[src/rtl/core/tcpl_pkg.sv]
// shared constants, codes and transaction types for the two-class priority list
package tcpl_pkg;

  // list geometry
  localparam int Depth   = 16;
  localparam int IdWidth = 16;
  localparam int PosWidth = 4;
  localparam int AddrWidth  = $clog2(Depth);
  localparam int CountWidth = $clog2(Depth + 1);

  // command codes
  localparam logic [1:0] CMD_ADD_NORMAL = 2'd0;
  localparam logic [1:0] CMD_ADD_HIGH   = 2'd1;
  localparam logic [1:0] CMD_REMOVE     = 2'd2;
  localparam logic [1:0] CMD_READ       = 2'd3;

  // status codes
  localparam logic [2:0] ST_OK      = 3'd0;
  localparam logic [2:0] ST_NULL    = 3'd1;
  localparam logic [2:0] ST_FULL    = 3'd2;
  localparam logic [2:0] ST_EMPTY   = 3'd3;
  localparam logic [2:0] ST_MISSING = 3'd4;
  localparam logic [2:0] ST_RANGE   = 3'd5;

  // one command transaction
  typedef struct packed {
    logic [1:0]          command;
    logic [IdWidth-1:0]  entry_id;
    logic [PosWidth-1:0] position;
  } req_t;

  // one result transaction
  typedef struct packed {
    logic [2:0]            status;
    logic [IdWidth-1:0]    read_id;
    logic [CountWidth-1:0] entry_count;
    logic [CountWidth-1:0] high_count;
  } rsp_t;

endpackage

[src/rtl/core/tcpl_engine.sv]
// list storage with a sequencer that shifts, scans, compacts and reads one entry per step
module tcpl_engine (
  input  logic          clk,
  input  logic          rst,
  input  logic          start,
  input  tcpl_pkg::req_t req,
  output logic          busy,
  output logic          done,
  output tcpl_pkg::rsp_t rsp,
  input  logic          rsp_take
);

  localparam logic [3:0] S_IDLE     = 4'd0;
  localparam logic [3:0] S_SHIFT_RD = 4'd1;
  localparam logic [3:0] S_SHIFT_WR = 4'd2;
  localparam logic [3:0] S_INSERT   = 4'd3;
  localparam logic [3:0] S_SCAN_RD  = 4'd4;
  localparam logic [3:0] S_SCAN_CMP = 4'd5;
  localparam logic [3:0] S_PACK_RD  = 4'd6;
  localparam logic [3:0] S_PACK_WR  = 4'd7;
  localparam logic [3:0] S_READ_RD  = 4'd8;
  localparam logic [3:0] S_FINISH   = 4'd9;

  logic [3:0]                         state;
  logic [1:0]                         cmd;
  logic [tcpl_pkg::IdWidth-1:0]       id;
  logic [tcpl_pkg::PosWidth-1:0]      pos;
  logic [tcpl_pkg::CountWidth-1:0]    idx;
  logic [tcpl_pkg::CountWidth-1:0]    total;
  logic [tcpl_pkg::CountWidth-1:0]    high_total;
  logic [2:0]                         status;
  logic [tcpl_pkg::IdWidth-1:0]       mem [tcpl_pkg::Depth];
  logic [tcpl_pkg::IdWidth-1:0]       rdata;

  logic [tcpl_pkg::CountWidth-1:0]    slot;
  logic [tcpl_pkg::CountWidth-1:0]    idx_m1;
  logic [tcpl_pkg::CountWidth-1:0]    idx_p1;
  logic                               rd_en;
  logic [tcpl_pkg::AddrWidth-1:0]     raddr;
  logic                               we;
  logic [tcpl_pkg::AddrWidth-1:0]     waddr;
  logic [tcpl_pkg::IdWidth-1:0]       wdata;

  // insertion point: head of the list for high class, head of normal class otherwise
  assign slot   = (cmd == tcpl_pkg::CMD_ADD_HIGH) ? '0 : high_total;
  assign idx_m1 = idx - tcpl_pkg::CountWidth'(1);
  assign idx_p1 = idx + tcpl_pkg::CountWidth'(1);

  // memory port control
  always_comb begin
    rd_en = 1'b0;
    raddr = '0;
    we    = 1'b0;
    waddr = '0;
    wdata = rdata;
    unique case (state)
      S_SHIFT_RD: begin
        rd_en = (idx != slot);
        raddr = idx_m1[tcpl_pkg::AddrWidth-1:0];
      end
      S_SHIFT_WR: begin
        we    = 1'b1;
        waddr = idx[tcpl_pkg::AddrWidth-1:0];
      end
      S_INSERT: begin
        we    = 1'b1;
        waddr = slot[tcpl_pkg::AddrWidth-1:0];
        wdata = id;
      end
      S_SCAN_RD: begin
        rd_en = 1'b1;
        raddr = idx[tcpl_pkg::AddrWidth-1:0];
      end
      S_PACK_RD: begin
        rd_en = (idx < total);
        raddr = idx_p1[tcpl_pkg::AddrWidth-1:0];
      end
      S_PACK_WR: begin
        we    = 1'b1;
        waddr = idx[tcpl_pkg::AddrWidth-1:0];
      end
      S_READ_RD: begin
        rd_en = 1'b1;
        raddr = tcpl_pkg::AddrWidth'(pos);
      end
      default: ;
    endcase
  end

  // entry storage, registered read
  always_ff @(posedge clk) begin
    if (we) begin
      mem[waddr] <= wdata;
    end
    if (rd_en) begin
      rdata <= mem[raddr];
    end
  end

  // command sequencer
  always_ff @(posedge clk) begin
    if (rst) begin
      state      <= S_IDLE;
      total      <= '0;
      high_total <= '0;
    end else begin
      unique case (state)
        S_IDLE: begin
          if (start) begin
            cmd <= req.command;
            id  <= req.entry_id;
            pos <= req.position;
            idx <= '0;
            status <= tcpl_pkg::ST_OK;
            priority if (req.command == tcpl_pkg::CMD_ADD_NORMAL ||
                         req.command == tcpl_pkg::CMD_ADD_HIGH) begin
              priority if (req.entry_id == '0) begin
                status <= tcpl_pkg::ST_NULL;
                state  <= S_FINISH;
              end else if (total >= tcpl_pkg::CountWidth'(tcpl_pkg::Depth)) begin
                status <= tcpl_pkg::ST_FULL;
                state  <= S_FINISH;
              end else begin
                idx   <= total;
                state <= S_SHIFT_RD;
              end
            end else if (req.command == tcpl_pkg::CMD_REMOVE) begin
              priority if (req.entry_id == '0) begin
                status <= tcpl_pkg::ST_NULL;
                state  <= S_FINISH;
              end else if (total == '0) begin
                status <= tcpl_pkg::ST_EMPTY;
                state  <= S_FINISH;
              end else begin
                state <= S_SCAN_RD;
              end
            end else begin
              if (tcpl_pkg::CountWidth'(req.position) >= total) begin
                status <= tcpl_pkg::ST_RANGE;
                state  <= S_FINISH;
              end else begin
                state <= S_READ_RD;
              end
            end
          end
        end
        // move entries back one slot until the insertion point is open
        S_SHIFT_RD: begin
          state <= (idx == slot) ? S_INSERT : S_SHIFT_WR;
        end
        S_SHIFT_WR: begin
          idx   <= idx_m1;
          state <= S_SHIFT_RD;
        end
        S_INSERT: begin
          total <= total + tcpl_pkg::CountWidth'(1);
          if (cmd == tcpl_pkg::CMD_ADD_HIGH) begin
            high_total <= high_total + tcpl_pkg::CountWidth'(1);
          end
          state <= S_FINISH;
        end
        // search for the first match from the front
        S_SCAN_RD: begin
          state <= S_SCAN_CMP;
        end
        S_SCAN_CMP: begin
          priority if (rdata == id) begin
            total <= total - tcpl_pkg::CountWidth'(1);
            if (idx < high_total) begin
              high_total <= high_total - tcpl_pkg::CountWidth'(1);
            end
            state <= S_PACK_RD;
          end else if (idx_p1 >= total) begin
            status <= tcpl_pkg::ST_MISSING;
            state  <= S_FINISH;
          end else begin
            idx   <= idx_p1;
            state <= S_SCAN_RD;
          end
        end
        // close the gap left by the removed entry
        S_PACK_RD: begin
          state <= (idx < total) ? S_PACK_WR : S_FINISH;
        end
        S_PACK_WR: begin
          idx   <= idx_p1;
          state <= S_PACK_RD;
        end
        S_READ_RD: begin
          state <= S_FINISH;
        end
        S_FINISH: begin
          if (rsp_take) begin
            state <= S_IDLE;
          end
        end
        default: begin
          state <= S_IDLE;
        end
      endcase
    end
  end

  // result fields
  assign busy = (state != S_IDLE);
  assign done = (state == S_FINISH);
  assign rsp.status      = status;
  assign rsp.read_id     = (cmd == tcpl_pkg::CMD_READ && status == tcpl_pkg::ST_OK) ?
                           rdata : '0;
  assign rsp.entry_count = total;
  assign rsp.high_count  = high_total;

`ifndef SYNTHESIS
  a_high_within_total: assert property (@(posedge clk) disable iff (rst)
    high_total <= total)
    else $error("high class count exceeds entry count");

  a_total_within_depth: assert property (@(posedge clk) disable iff (rst)
    total <= tcpl_pkg::CountWidth'(tcpl_pkg::Depth))
    else $error("entry count exceeds depth");

  a_start_leaves_idle: assert property (@(posedge clk) disable iff (rst)
    (state == S_IDLE && start) |=> (state != S_IDLE))
    else $error("accepted command did not start the sequencer");

  a_insert_grows: assert property (@(posedge clk) disable iff (rst)
    (state == S_INSERT) |=> (total == $past(total) + tcpl_pkg::CountWidth'(1)))
    else $error("insert did not grow the list by one");
`endif

endmodule

[src/rtl/core/two_class_priority_list.sv]
// top level of the two-class priority list: command intake and result register
//
//  channel | valid / stall        | fields
//  --------+----------------------+-------------------------------------------
//  in      | in_valid / in_stall  | command, entry_id, position
//  out     | out_valid / out_stall| status, read_id, entry_count, high_count
//
// one command at a time through an entry memory with a registered read
// an add moves each entry behind the insertion point back one slot, then writes the new id;
// a remove scans from the front for the first match, then closes the gap behind it;
// a read fetches one entry by position; rejected commands go straight to the result
// in_stall drops in the same cycle that out_valid rises; reset clears the counts;
// stored entries need no clearing pass
// a finished result waits in the sequencer while the result register is full and stalled
module two_class_priority_list (
  input  logic                             clk,
  input  logic                             rst,
  input  logic                             in_valid,
  output logic                             in_stall,
  input  logic [1:0]                       command,
  input  logic [tcpl_pkg::IdWidth-1:0]     entry_id,
  input  logic [tcpl_pkg::PosWidth-1:0]    position,
  output logic                             out_valid,
  input  logic                             out_stall,
  output logic [2:0]                       status,
  output logic [tcpl_pkg::IdWidth-1:0]     read_id,
  output logic [tcpl_pkg::CountWidth-1:0]  entry_count,
  output logic [tcpl_pkg::CountWidth-1:0]  high_count
);

  tcpl_pkg::req_t req;
  tcpl_pkg::rsp_t rsp;
  logic           busy;
  logic           done;
  logic           rsp_take;
  logic           start;

  // command intake
  assign req.command  = command;
  assign req.entry_id = entry_id;
  assign req.position = position;
  assign in_stall     = busy;
  assign start        = in_valid && !busy;

  // result register can load when empty or being drained
  assign rsp_take = !out_valid || !out_stall;

  tcpl_engine u_engine (
    .clk      (clk),
    .rst      (rst),
    .start    (start),
    .req      (req),
    .busy     (busy),
    .done     (done),
    .rsp      (rsp),
    .rsp_take (rsp_take)
  );

  // output transaction register
  always_ff @(posedge clk) begin
    if (rst) begin
      out_valid <= 1'b0;
    end else if (rsp_take) begin
      out_valid <= done;
    end
  end

  always_ff @(posedge clk) begin
    if (done && rsp_take) begin
      status      <= rsp.status;
      read_id     <= rsp.read_id;
      entry_count <= rsp.entry_count;
      high_count  <= rsp.high_count;
    end
  end

endmodule

[config.mk]
export PLATFORM = sky130hd
export DESIGN_NAME = two_class_priority_list
export DESIGN_NICKNAME = d
export VERILOG_FILES = /design/src/rtl/core/tcpl_pkg.sv /design/src/rtl/core/tcpl_engine.sv /design/src/rtl/core/two_class_priority_list.sv
export SDC_FILE = /design/constraint.sdc
export NUM_CORES = 1
export LEC_CHECK = 0
export BUFFER_PORTS_ARGS = -buffer_cell sky130_fd_sc_hd__buf_2
export CAP_MARGIN = 20
export CORE_MARGIN = 8
export CORE_UTILIZATION = 45
export DETAILED_ROUTE_END_ITERATION = 10
export GPL_TIMING_DRIVEN = 0
export SYNTH_ARGS = -nofsm -noshare
export SYNTH_HDL_FRONTEND = slang
export SYNTH_SLANG_ARGS = --single-unit
[constraint.sdc]
create_clock -name clk -period 4.3 [get_ports clk]
set_input_delay 0 -clock clk [delete_from_list [all_inputs] [get_ports clk]]
set_output_delay 0 -clock clk [all_outputs]
set_load 0.05 [all_outputs]
## Word level (Yosys, flattened, before mapping)

Memories as Yosys holds them, arrays and structs flattened. A register that Yosys moved wholly into a read port is not among the register bits.
Index checks and enable logic that the tools add are counted.

- Register bits: 74
- RAM bits: 256
- Output and inout port bits: 31
- Input bits: 26
- Memories: 1
- Logic and storage cells: 123

- Add/sub/neg operators: 6
- Equality and inequality tests: 24
- Reductions and logical operators: 27
- Order comparisons: 5
- Bitwise operators: 1
- Multiplexer cells: 46

Memories:

| memory | depth | width | rd ports | clocked after Yosys merged registers in | wr ports | line | source |
|---|---|---|---|---|---|---|---|
| u_engine.mem | 16 | 16 | 1 | 1 | 1 | tcpl_engine.sv:32 | `logic [tcpl_pkg::IdWidth-1:0] mem [tcpl_pkg::Depth];` |

Operators with widths:

| cell | number |
|---|---|
| $mux W5 | 11 |
| $mux W4 | 11 |
| $pmux W4 S9 | 1 |
| $mux W3 | 8 |
| $pmux W5 S2 | 2 |
| $pmux W5 S4 | 1 |
| $eq A16 B16 Y1 | 1 |
| $eq A4 B3 Y1 const B | 4 |
| $logic_not A16 Y1 | 1 |
| $mux W16 | 1 |
| $pmux W4 S4 | 1 |
| $add A5 B1 Y5 const B | 3 |
| $sub A5 B1 Y5 const B | 3 |
| $lt A5 B5 Y1 | 2 |
| $ne A2 B1 Y1 const B | 5 |
| $reduce_and A5 Y1 | 2 |
| $eq A4 B2 Y1 const B | 2 |
| $eq A4 B4 Y1 const B | 2 |
| $pmux W4 S2 | 1 |
| $reduce_bool A4 Y1 | 2 |
| $ne A2 B2 Y1 const B | 3 |
| $pmux W3 S2 | 1 |
| $reduce_or A2 Y1 | 3 |
| $eq A5 B5 Y1 | 1 |
| 23 further kinds | 37 |

## Depth between registers and ports, before layout

- Depth after elaboration: 7
- Mapped depth: 11
- Depth with buffers taken out: 9

## Hierarchy

A second synthesis with hierarchy kept.

- Cell total of the unflattened synthesis: 1,201
- Area, all modules: 15,153.3 um2

Modules (own cells, without submodules):

| module | area an instance (um2) | cells an instance | seq. area each (um2) | instances |
|---|---|---|---|---|
| tcpl_engine | 14,237.4 | 1,166 | 9,349.0 | 1 |
| two_class_priority_list | 915.9 | 35 | 890.9 | 1 |

## Least setup slack after synthesis

Ideal clock, no wire load.

- Kind: flip-flop to flip-flop
- Start point: register u_engine.idx[0] in the netlist's numbering
- End point: register u_engine.rdata[14] in the netlist's numbering, read port of u_engine.mem, data pin
- Data required time: 4.035 ns
- Cell stages (with the launch flop): 12
- Clock period less this slack: 3.533 ns
- Data arrival time: 3.268 ns
- Library setup time: 0.265 ns
- Path buffers: 3
- Setup slack: 0.767 ns
- Path through: edfxtp_1 clkbuf_1 inv_1 ha_1 or4b_1 a21oi_1 or2_1 buf_2 buf_2 mux4_2 a22o_1 or3_1

- Word-level cells in the longest chain between the ends: 2
- Elaborated cells between the ends (all ways): 6
- Those cells by class: 2 x add/sub; 1 x order compare; 1 x eq/ne; 2 x mux

RTL lines:

| item | line | source |
|---|---|---|
| start: declaration | tcpl_engine.sv:28 | `logic [tcpl_pkg::CountWidth-1:0] idx;` |
| start signal: assignment | tcpl_engine.sv:124 | `idx <= total;` |
| start signal: assignment | tcpl_engine.sv:152 | `idx <= idx_m1;` |
| start signal: assignment | tcpl_engine.sv:177 | `idx <= idx_p1;` |
| $add A5 B1 Y5, or another cell as far along | tcpl_engine.sv:47 | `assign idx_p1 = idx + tcpl_pkg::CountWidth'(1);` |
| $pmux W4 S4 or $pmux W1 S3 (tied branches) | tcpl_engine.sv:56 | `unique case (state)` |
| end: declaration | tcpl_engine.sv:33 | `logic [tcpl_pkg::IdWidth-1:0] rdata;` |

Parallel ways exist; a longest one is shown, timed or not.
A chain may end at the register's enable or synchronous reset.

## Worst setup path in the final report

- Start point: register u_engine.idx[0] in the netlist's numbering
- End point: register u_engine.rdata[6] in the netlist's numbering, read port of u_engine.mem, data pin

Same word-level chain as after synthesis.

==> summary.md <==
| Metric | Value |
|---|---|
| Ys flop type | edfxtp_1 |
| Crit path DAT | 4.34 ns |
| R2R cell count | 11 |
| FP Rows | 67 |
| Worst Hold Class | in2reg |
| Mapped cell area | 0.0151 sq mm |
| Worst Setup End Kind | flop |
| H-tree Lvls | 2 |
| CTS tree | yes |
| First-pass GRT wire length | 53.5 mm |
| Diodes inserted | 0 |
| TritonCTS Buffers | 38 |
| Syn nets | 1009 |
| Vias | 8876 |
| Remaining antenna violation count | 0 |
| Max Clock Freq | 246 MHz |
| Max clock buf depth | 3 |
| Antenna violations before repair | 1 |
| Clk sinks | 346 |
| Commonest cells post-synth | edfxtp_1, nor2_1, a211oi_1, clkbuf_1, mux2i_1 |
| WL final | 35.1 mm |
| Worst-margin pin slew | 1.02 ns |
| Initial Utilization | 45.3% |
| Wire per inst | 22.3 um |
| Post-synthesis register bit count | 346 |
| Largest net degree at the start of global routing | 30 |
| Worst Path Max Fanout | 10 |
| Vias per inst | 5.64 |
| Final setup vio count | 0 |
| Core Area | 0.0333 sq mm |
| Synth top area cells | edfxtp_1, mux4_2, mux2i_1 |
| Final Util | 53.1% |
| Placed Instances | 1476 |
| Endpoint, Worst Hold | u_engine.id[9]$_DFFE_PP_ |
| Worst Clk Skew | 0.0234 ns |
| Root buf cell | clkbuf_16 |
| Tcrit/Tclk final | 94.6% |
| Filler cells | 2719 |
| Power per cell area | 584 mW/mm^2 |
| Largest area contributor in the netlist | edfxtp_1 |
| Startpoint Class | flop |
| Die area | 0.0396 sq mm |
| Flop2flop setup slack | 0.23 ns |
| Syn. warnings | 0 |
| Die width | 199 um |
| Placed cell areas | 0.0162 sq mm |
| GRT Residual Overflow | 0 |
| Setup Crit Path Kind | reg2reg |
| RSZ-0062 raised after global routing | false |
| Clk Latency, worst-skew pair | 0.54 ns |
| Final max-slew violation count | 0 |
| Remaining DRCs | 0 |
| Final instance area | 0.0177 sq mm |
| Post-synth ARST share | 0% |
| Multi-input gate area | 0.00450 sq mm |
| Top-area cell type share of the netlist area | 65.9% |
| R2R Path End | u_engine.rdata[6]$_DFFE_PP_ |
| Most common cell in the synthesized netlist | edfxtp_1 |
| Share of cells above drive strength 1 | 19.5% |
| Status | finished, final reports clean |
| Die Ht | 199 um |
| Pre-CTS WS | -0.289 ns |
| Req. time, crit path | 4.57 ns |
| Post-synth EDFFs | 331 |
| Seq/Total Area, Yosys | 67.9% |
| Mapped Cells | 955 |
| Final Worst Setup Slack | 0.234 ns |
| Min Tclk post-route | 4.07 ns |
| Final hold viol count | 0 |
| IO Port Bufs | 56 |
| Final #Nets | 1150 |
| HPWL after DPL | 25.1 mm |
| Vias in the first global route | 8733 |
| Hold Startpoint | entry_id[9] |
| Ports | 57 |
| Synthesis-to-layout area growth | 17.2% |
| Slew headroom | 32.1% |
| Yosys cell types | 72 |
| R2r startpoint | u_engine.idx[0]$_DFFE_PP_ |
| Drt pass-1 iters | 5 |
| Fin cells | 1573 |
| Hold-critical path depth | 2 |
| Iter 0 DRT Violations | 708 |
| Max VDD drop | 0.272 mV |
| Sequential cell area | 0.0102 sq mm |
| Max-Cap Viols | 0 |
| Syn Area/Cell | 15.8 sq um |
| Clock transition at path regs | 0.06 ns |
| Leak Pwr | 6.12 nW |
| All-layer global routing usage | 17.7% |
| GPL Wtd Cong | 0.846 |
## how the worst max path moves through the flow
stage                                         start                            to  slack (ns)  cells after the start
after floorplan           u_engine.idx[0]$_DFFE_PP_  u_engine.rdata[14]$_DFFE_PP_        0.77                     11
after global placement    u_engine.idx[0]$_DFFE_PP_   u_engine.rdata[6]$_DFFE_PP_       -0.28                     11
after detailed placement  u_engine.idx[0]$_DFFE_PP_   u_engine.rdata[6]$_DFFE_PP_       -0.29                     11
after CTS                 u_engine.idx[1]$_DFFE_PP_   u_engine.rdata[6]$_DFFE_PP_        0.14                     10
after global routing      u_engine.idx[0]$_DFFE_PP_   u_engine.rdata[8]$_DFFE_PP_        0.12                     11
final                     u_engine.idx[0]$_DFFE_PP_   u_engine.rdata[6]$_DFFE_PP_        0.23                     11
## sequential cells by signal, summed over array words and instances, names as in the netlist
signal and flops:
entry_count 5, status 3, u_engine.total 5, u_engine.id 16, u_engine.mem 256, out_valid 1
high_count 5, u_engine.cmd 2, u_engine.status 3, u_engine.high_total 5, u_engine.idx 5, read_id 16
u_engine.rdata 16, u_engine.pos 4, u_engine.state 4
## area by class of cell
type | instances | share of cell area [%]
inverters | 25 | 0.531
plain buffers | 54 | 1.66
clock inverters | 21 | 1.26
multi-input cells | 529 | 25.5
flip-flops and latches | 346 | 57.9
well taps | 448 | 3.17
clock buffers | 48 | 5.59
repair buffers | 102 | 4.42
## layout by cell type (no fill, tap or decap), types with 12 or more instances in the layout
cell type,Yosys,routed
xor2_1,23,23
clkbuf_16,0,38
a2111oi_0,33,32
clkbuf_1,37,45
buf_2,6,61
mux4_2,32,32
nor2_1,46,33
or3_1,17,17
edfxtp_1,331,331
mux2_2,18,18
mux2i_1,34,34
a21oi_1,23,22
a22o_1,17,17
ha_1,26,26
a211oi_1,37,37
and2_1,20,20
nor2_2,2,15
nand2_1,21,21
o21ai_0,12,12
dlygate4sd3_1,0,25
and3_1,31,31
buf_4,6,16
inv_1,24,24
dfxtp_1,15,15
nor4_1,14,14
## cell families after synthesis
group	synth area share, %
DFF	67.9
buffers and inverters	2.56
and+or+nand+nor	7.96
adders and majority gates	2.42
muxes	8.38
xor gates and xnor gates	1.86
AOI/OAI and AO/OA	8.93
## critical path, cell delays in order (launching register included)
cell and delay (ns):
edfxtp_1 0.36, clkbuf_2 0.24, inv_1 0.11, ha_1 0.40, or4b_1 0.50, a21oi_1 0.36, or2_1 0.17, buf_2 0.30
buf_4 0.28, mux4_2 0.34, a22o_1 0.29, or3_1 0.42
## layer usage
layer  part of all wire (%)  vias to the layer above  GRT usage, %  wire, um
li1                       -                     4116             -         -
met1                     47                     4452          25.4     16400
met2                     46                      262          28.3     16100
met3                    5.6                       46          2.69      1980
met4                    1.8                        0          4.17       619
met5                      0                        -             0         0
## power by group
part | internal, mW | total (mW) | switching, mW
Clock | 1.83 | 3.15 | 1.32
Sequential | 4.37 | 4.50 | 0.130
Combinational | 0.923 | 2.67 | 1.74
Total | 7.12 | 10.3 | 3.19
## metrics by stage
stage	hold WS [ns]	power, mW	setup TNS, ns
5_1_grt	0.188	10.8	0
6_report	0.191	10.3	0
3_3_place_gp	0.193	7.12	-8.62
2_1_floorplan	0.0989	6.26	0
4_1_cts	0.173	10.4	0
3_5_place_dp	0.196	7.20	-3.83
## repair_timing
| action | CTS | global route |
|---|---|---|
| resized for setup | 3 | 0 |
| buffers inserted | 1 | 3 |
| pin swaps | 0 | 0 |
| hold buffers | 25 | 0 |
| endpoints found under the hold margin | 32 | 0 |
| endpoints found under the setup margin | 16 | 4 |
Note: power is estimated with default switching activity, not from simulation.
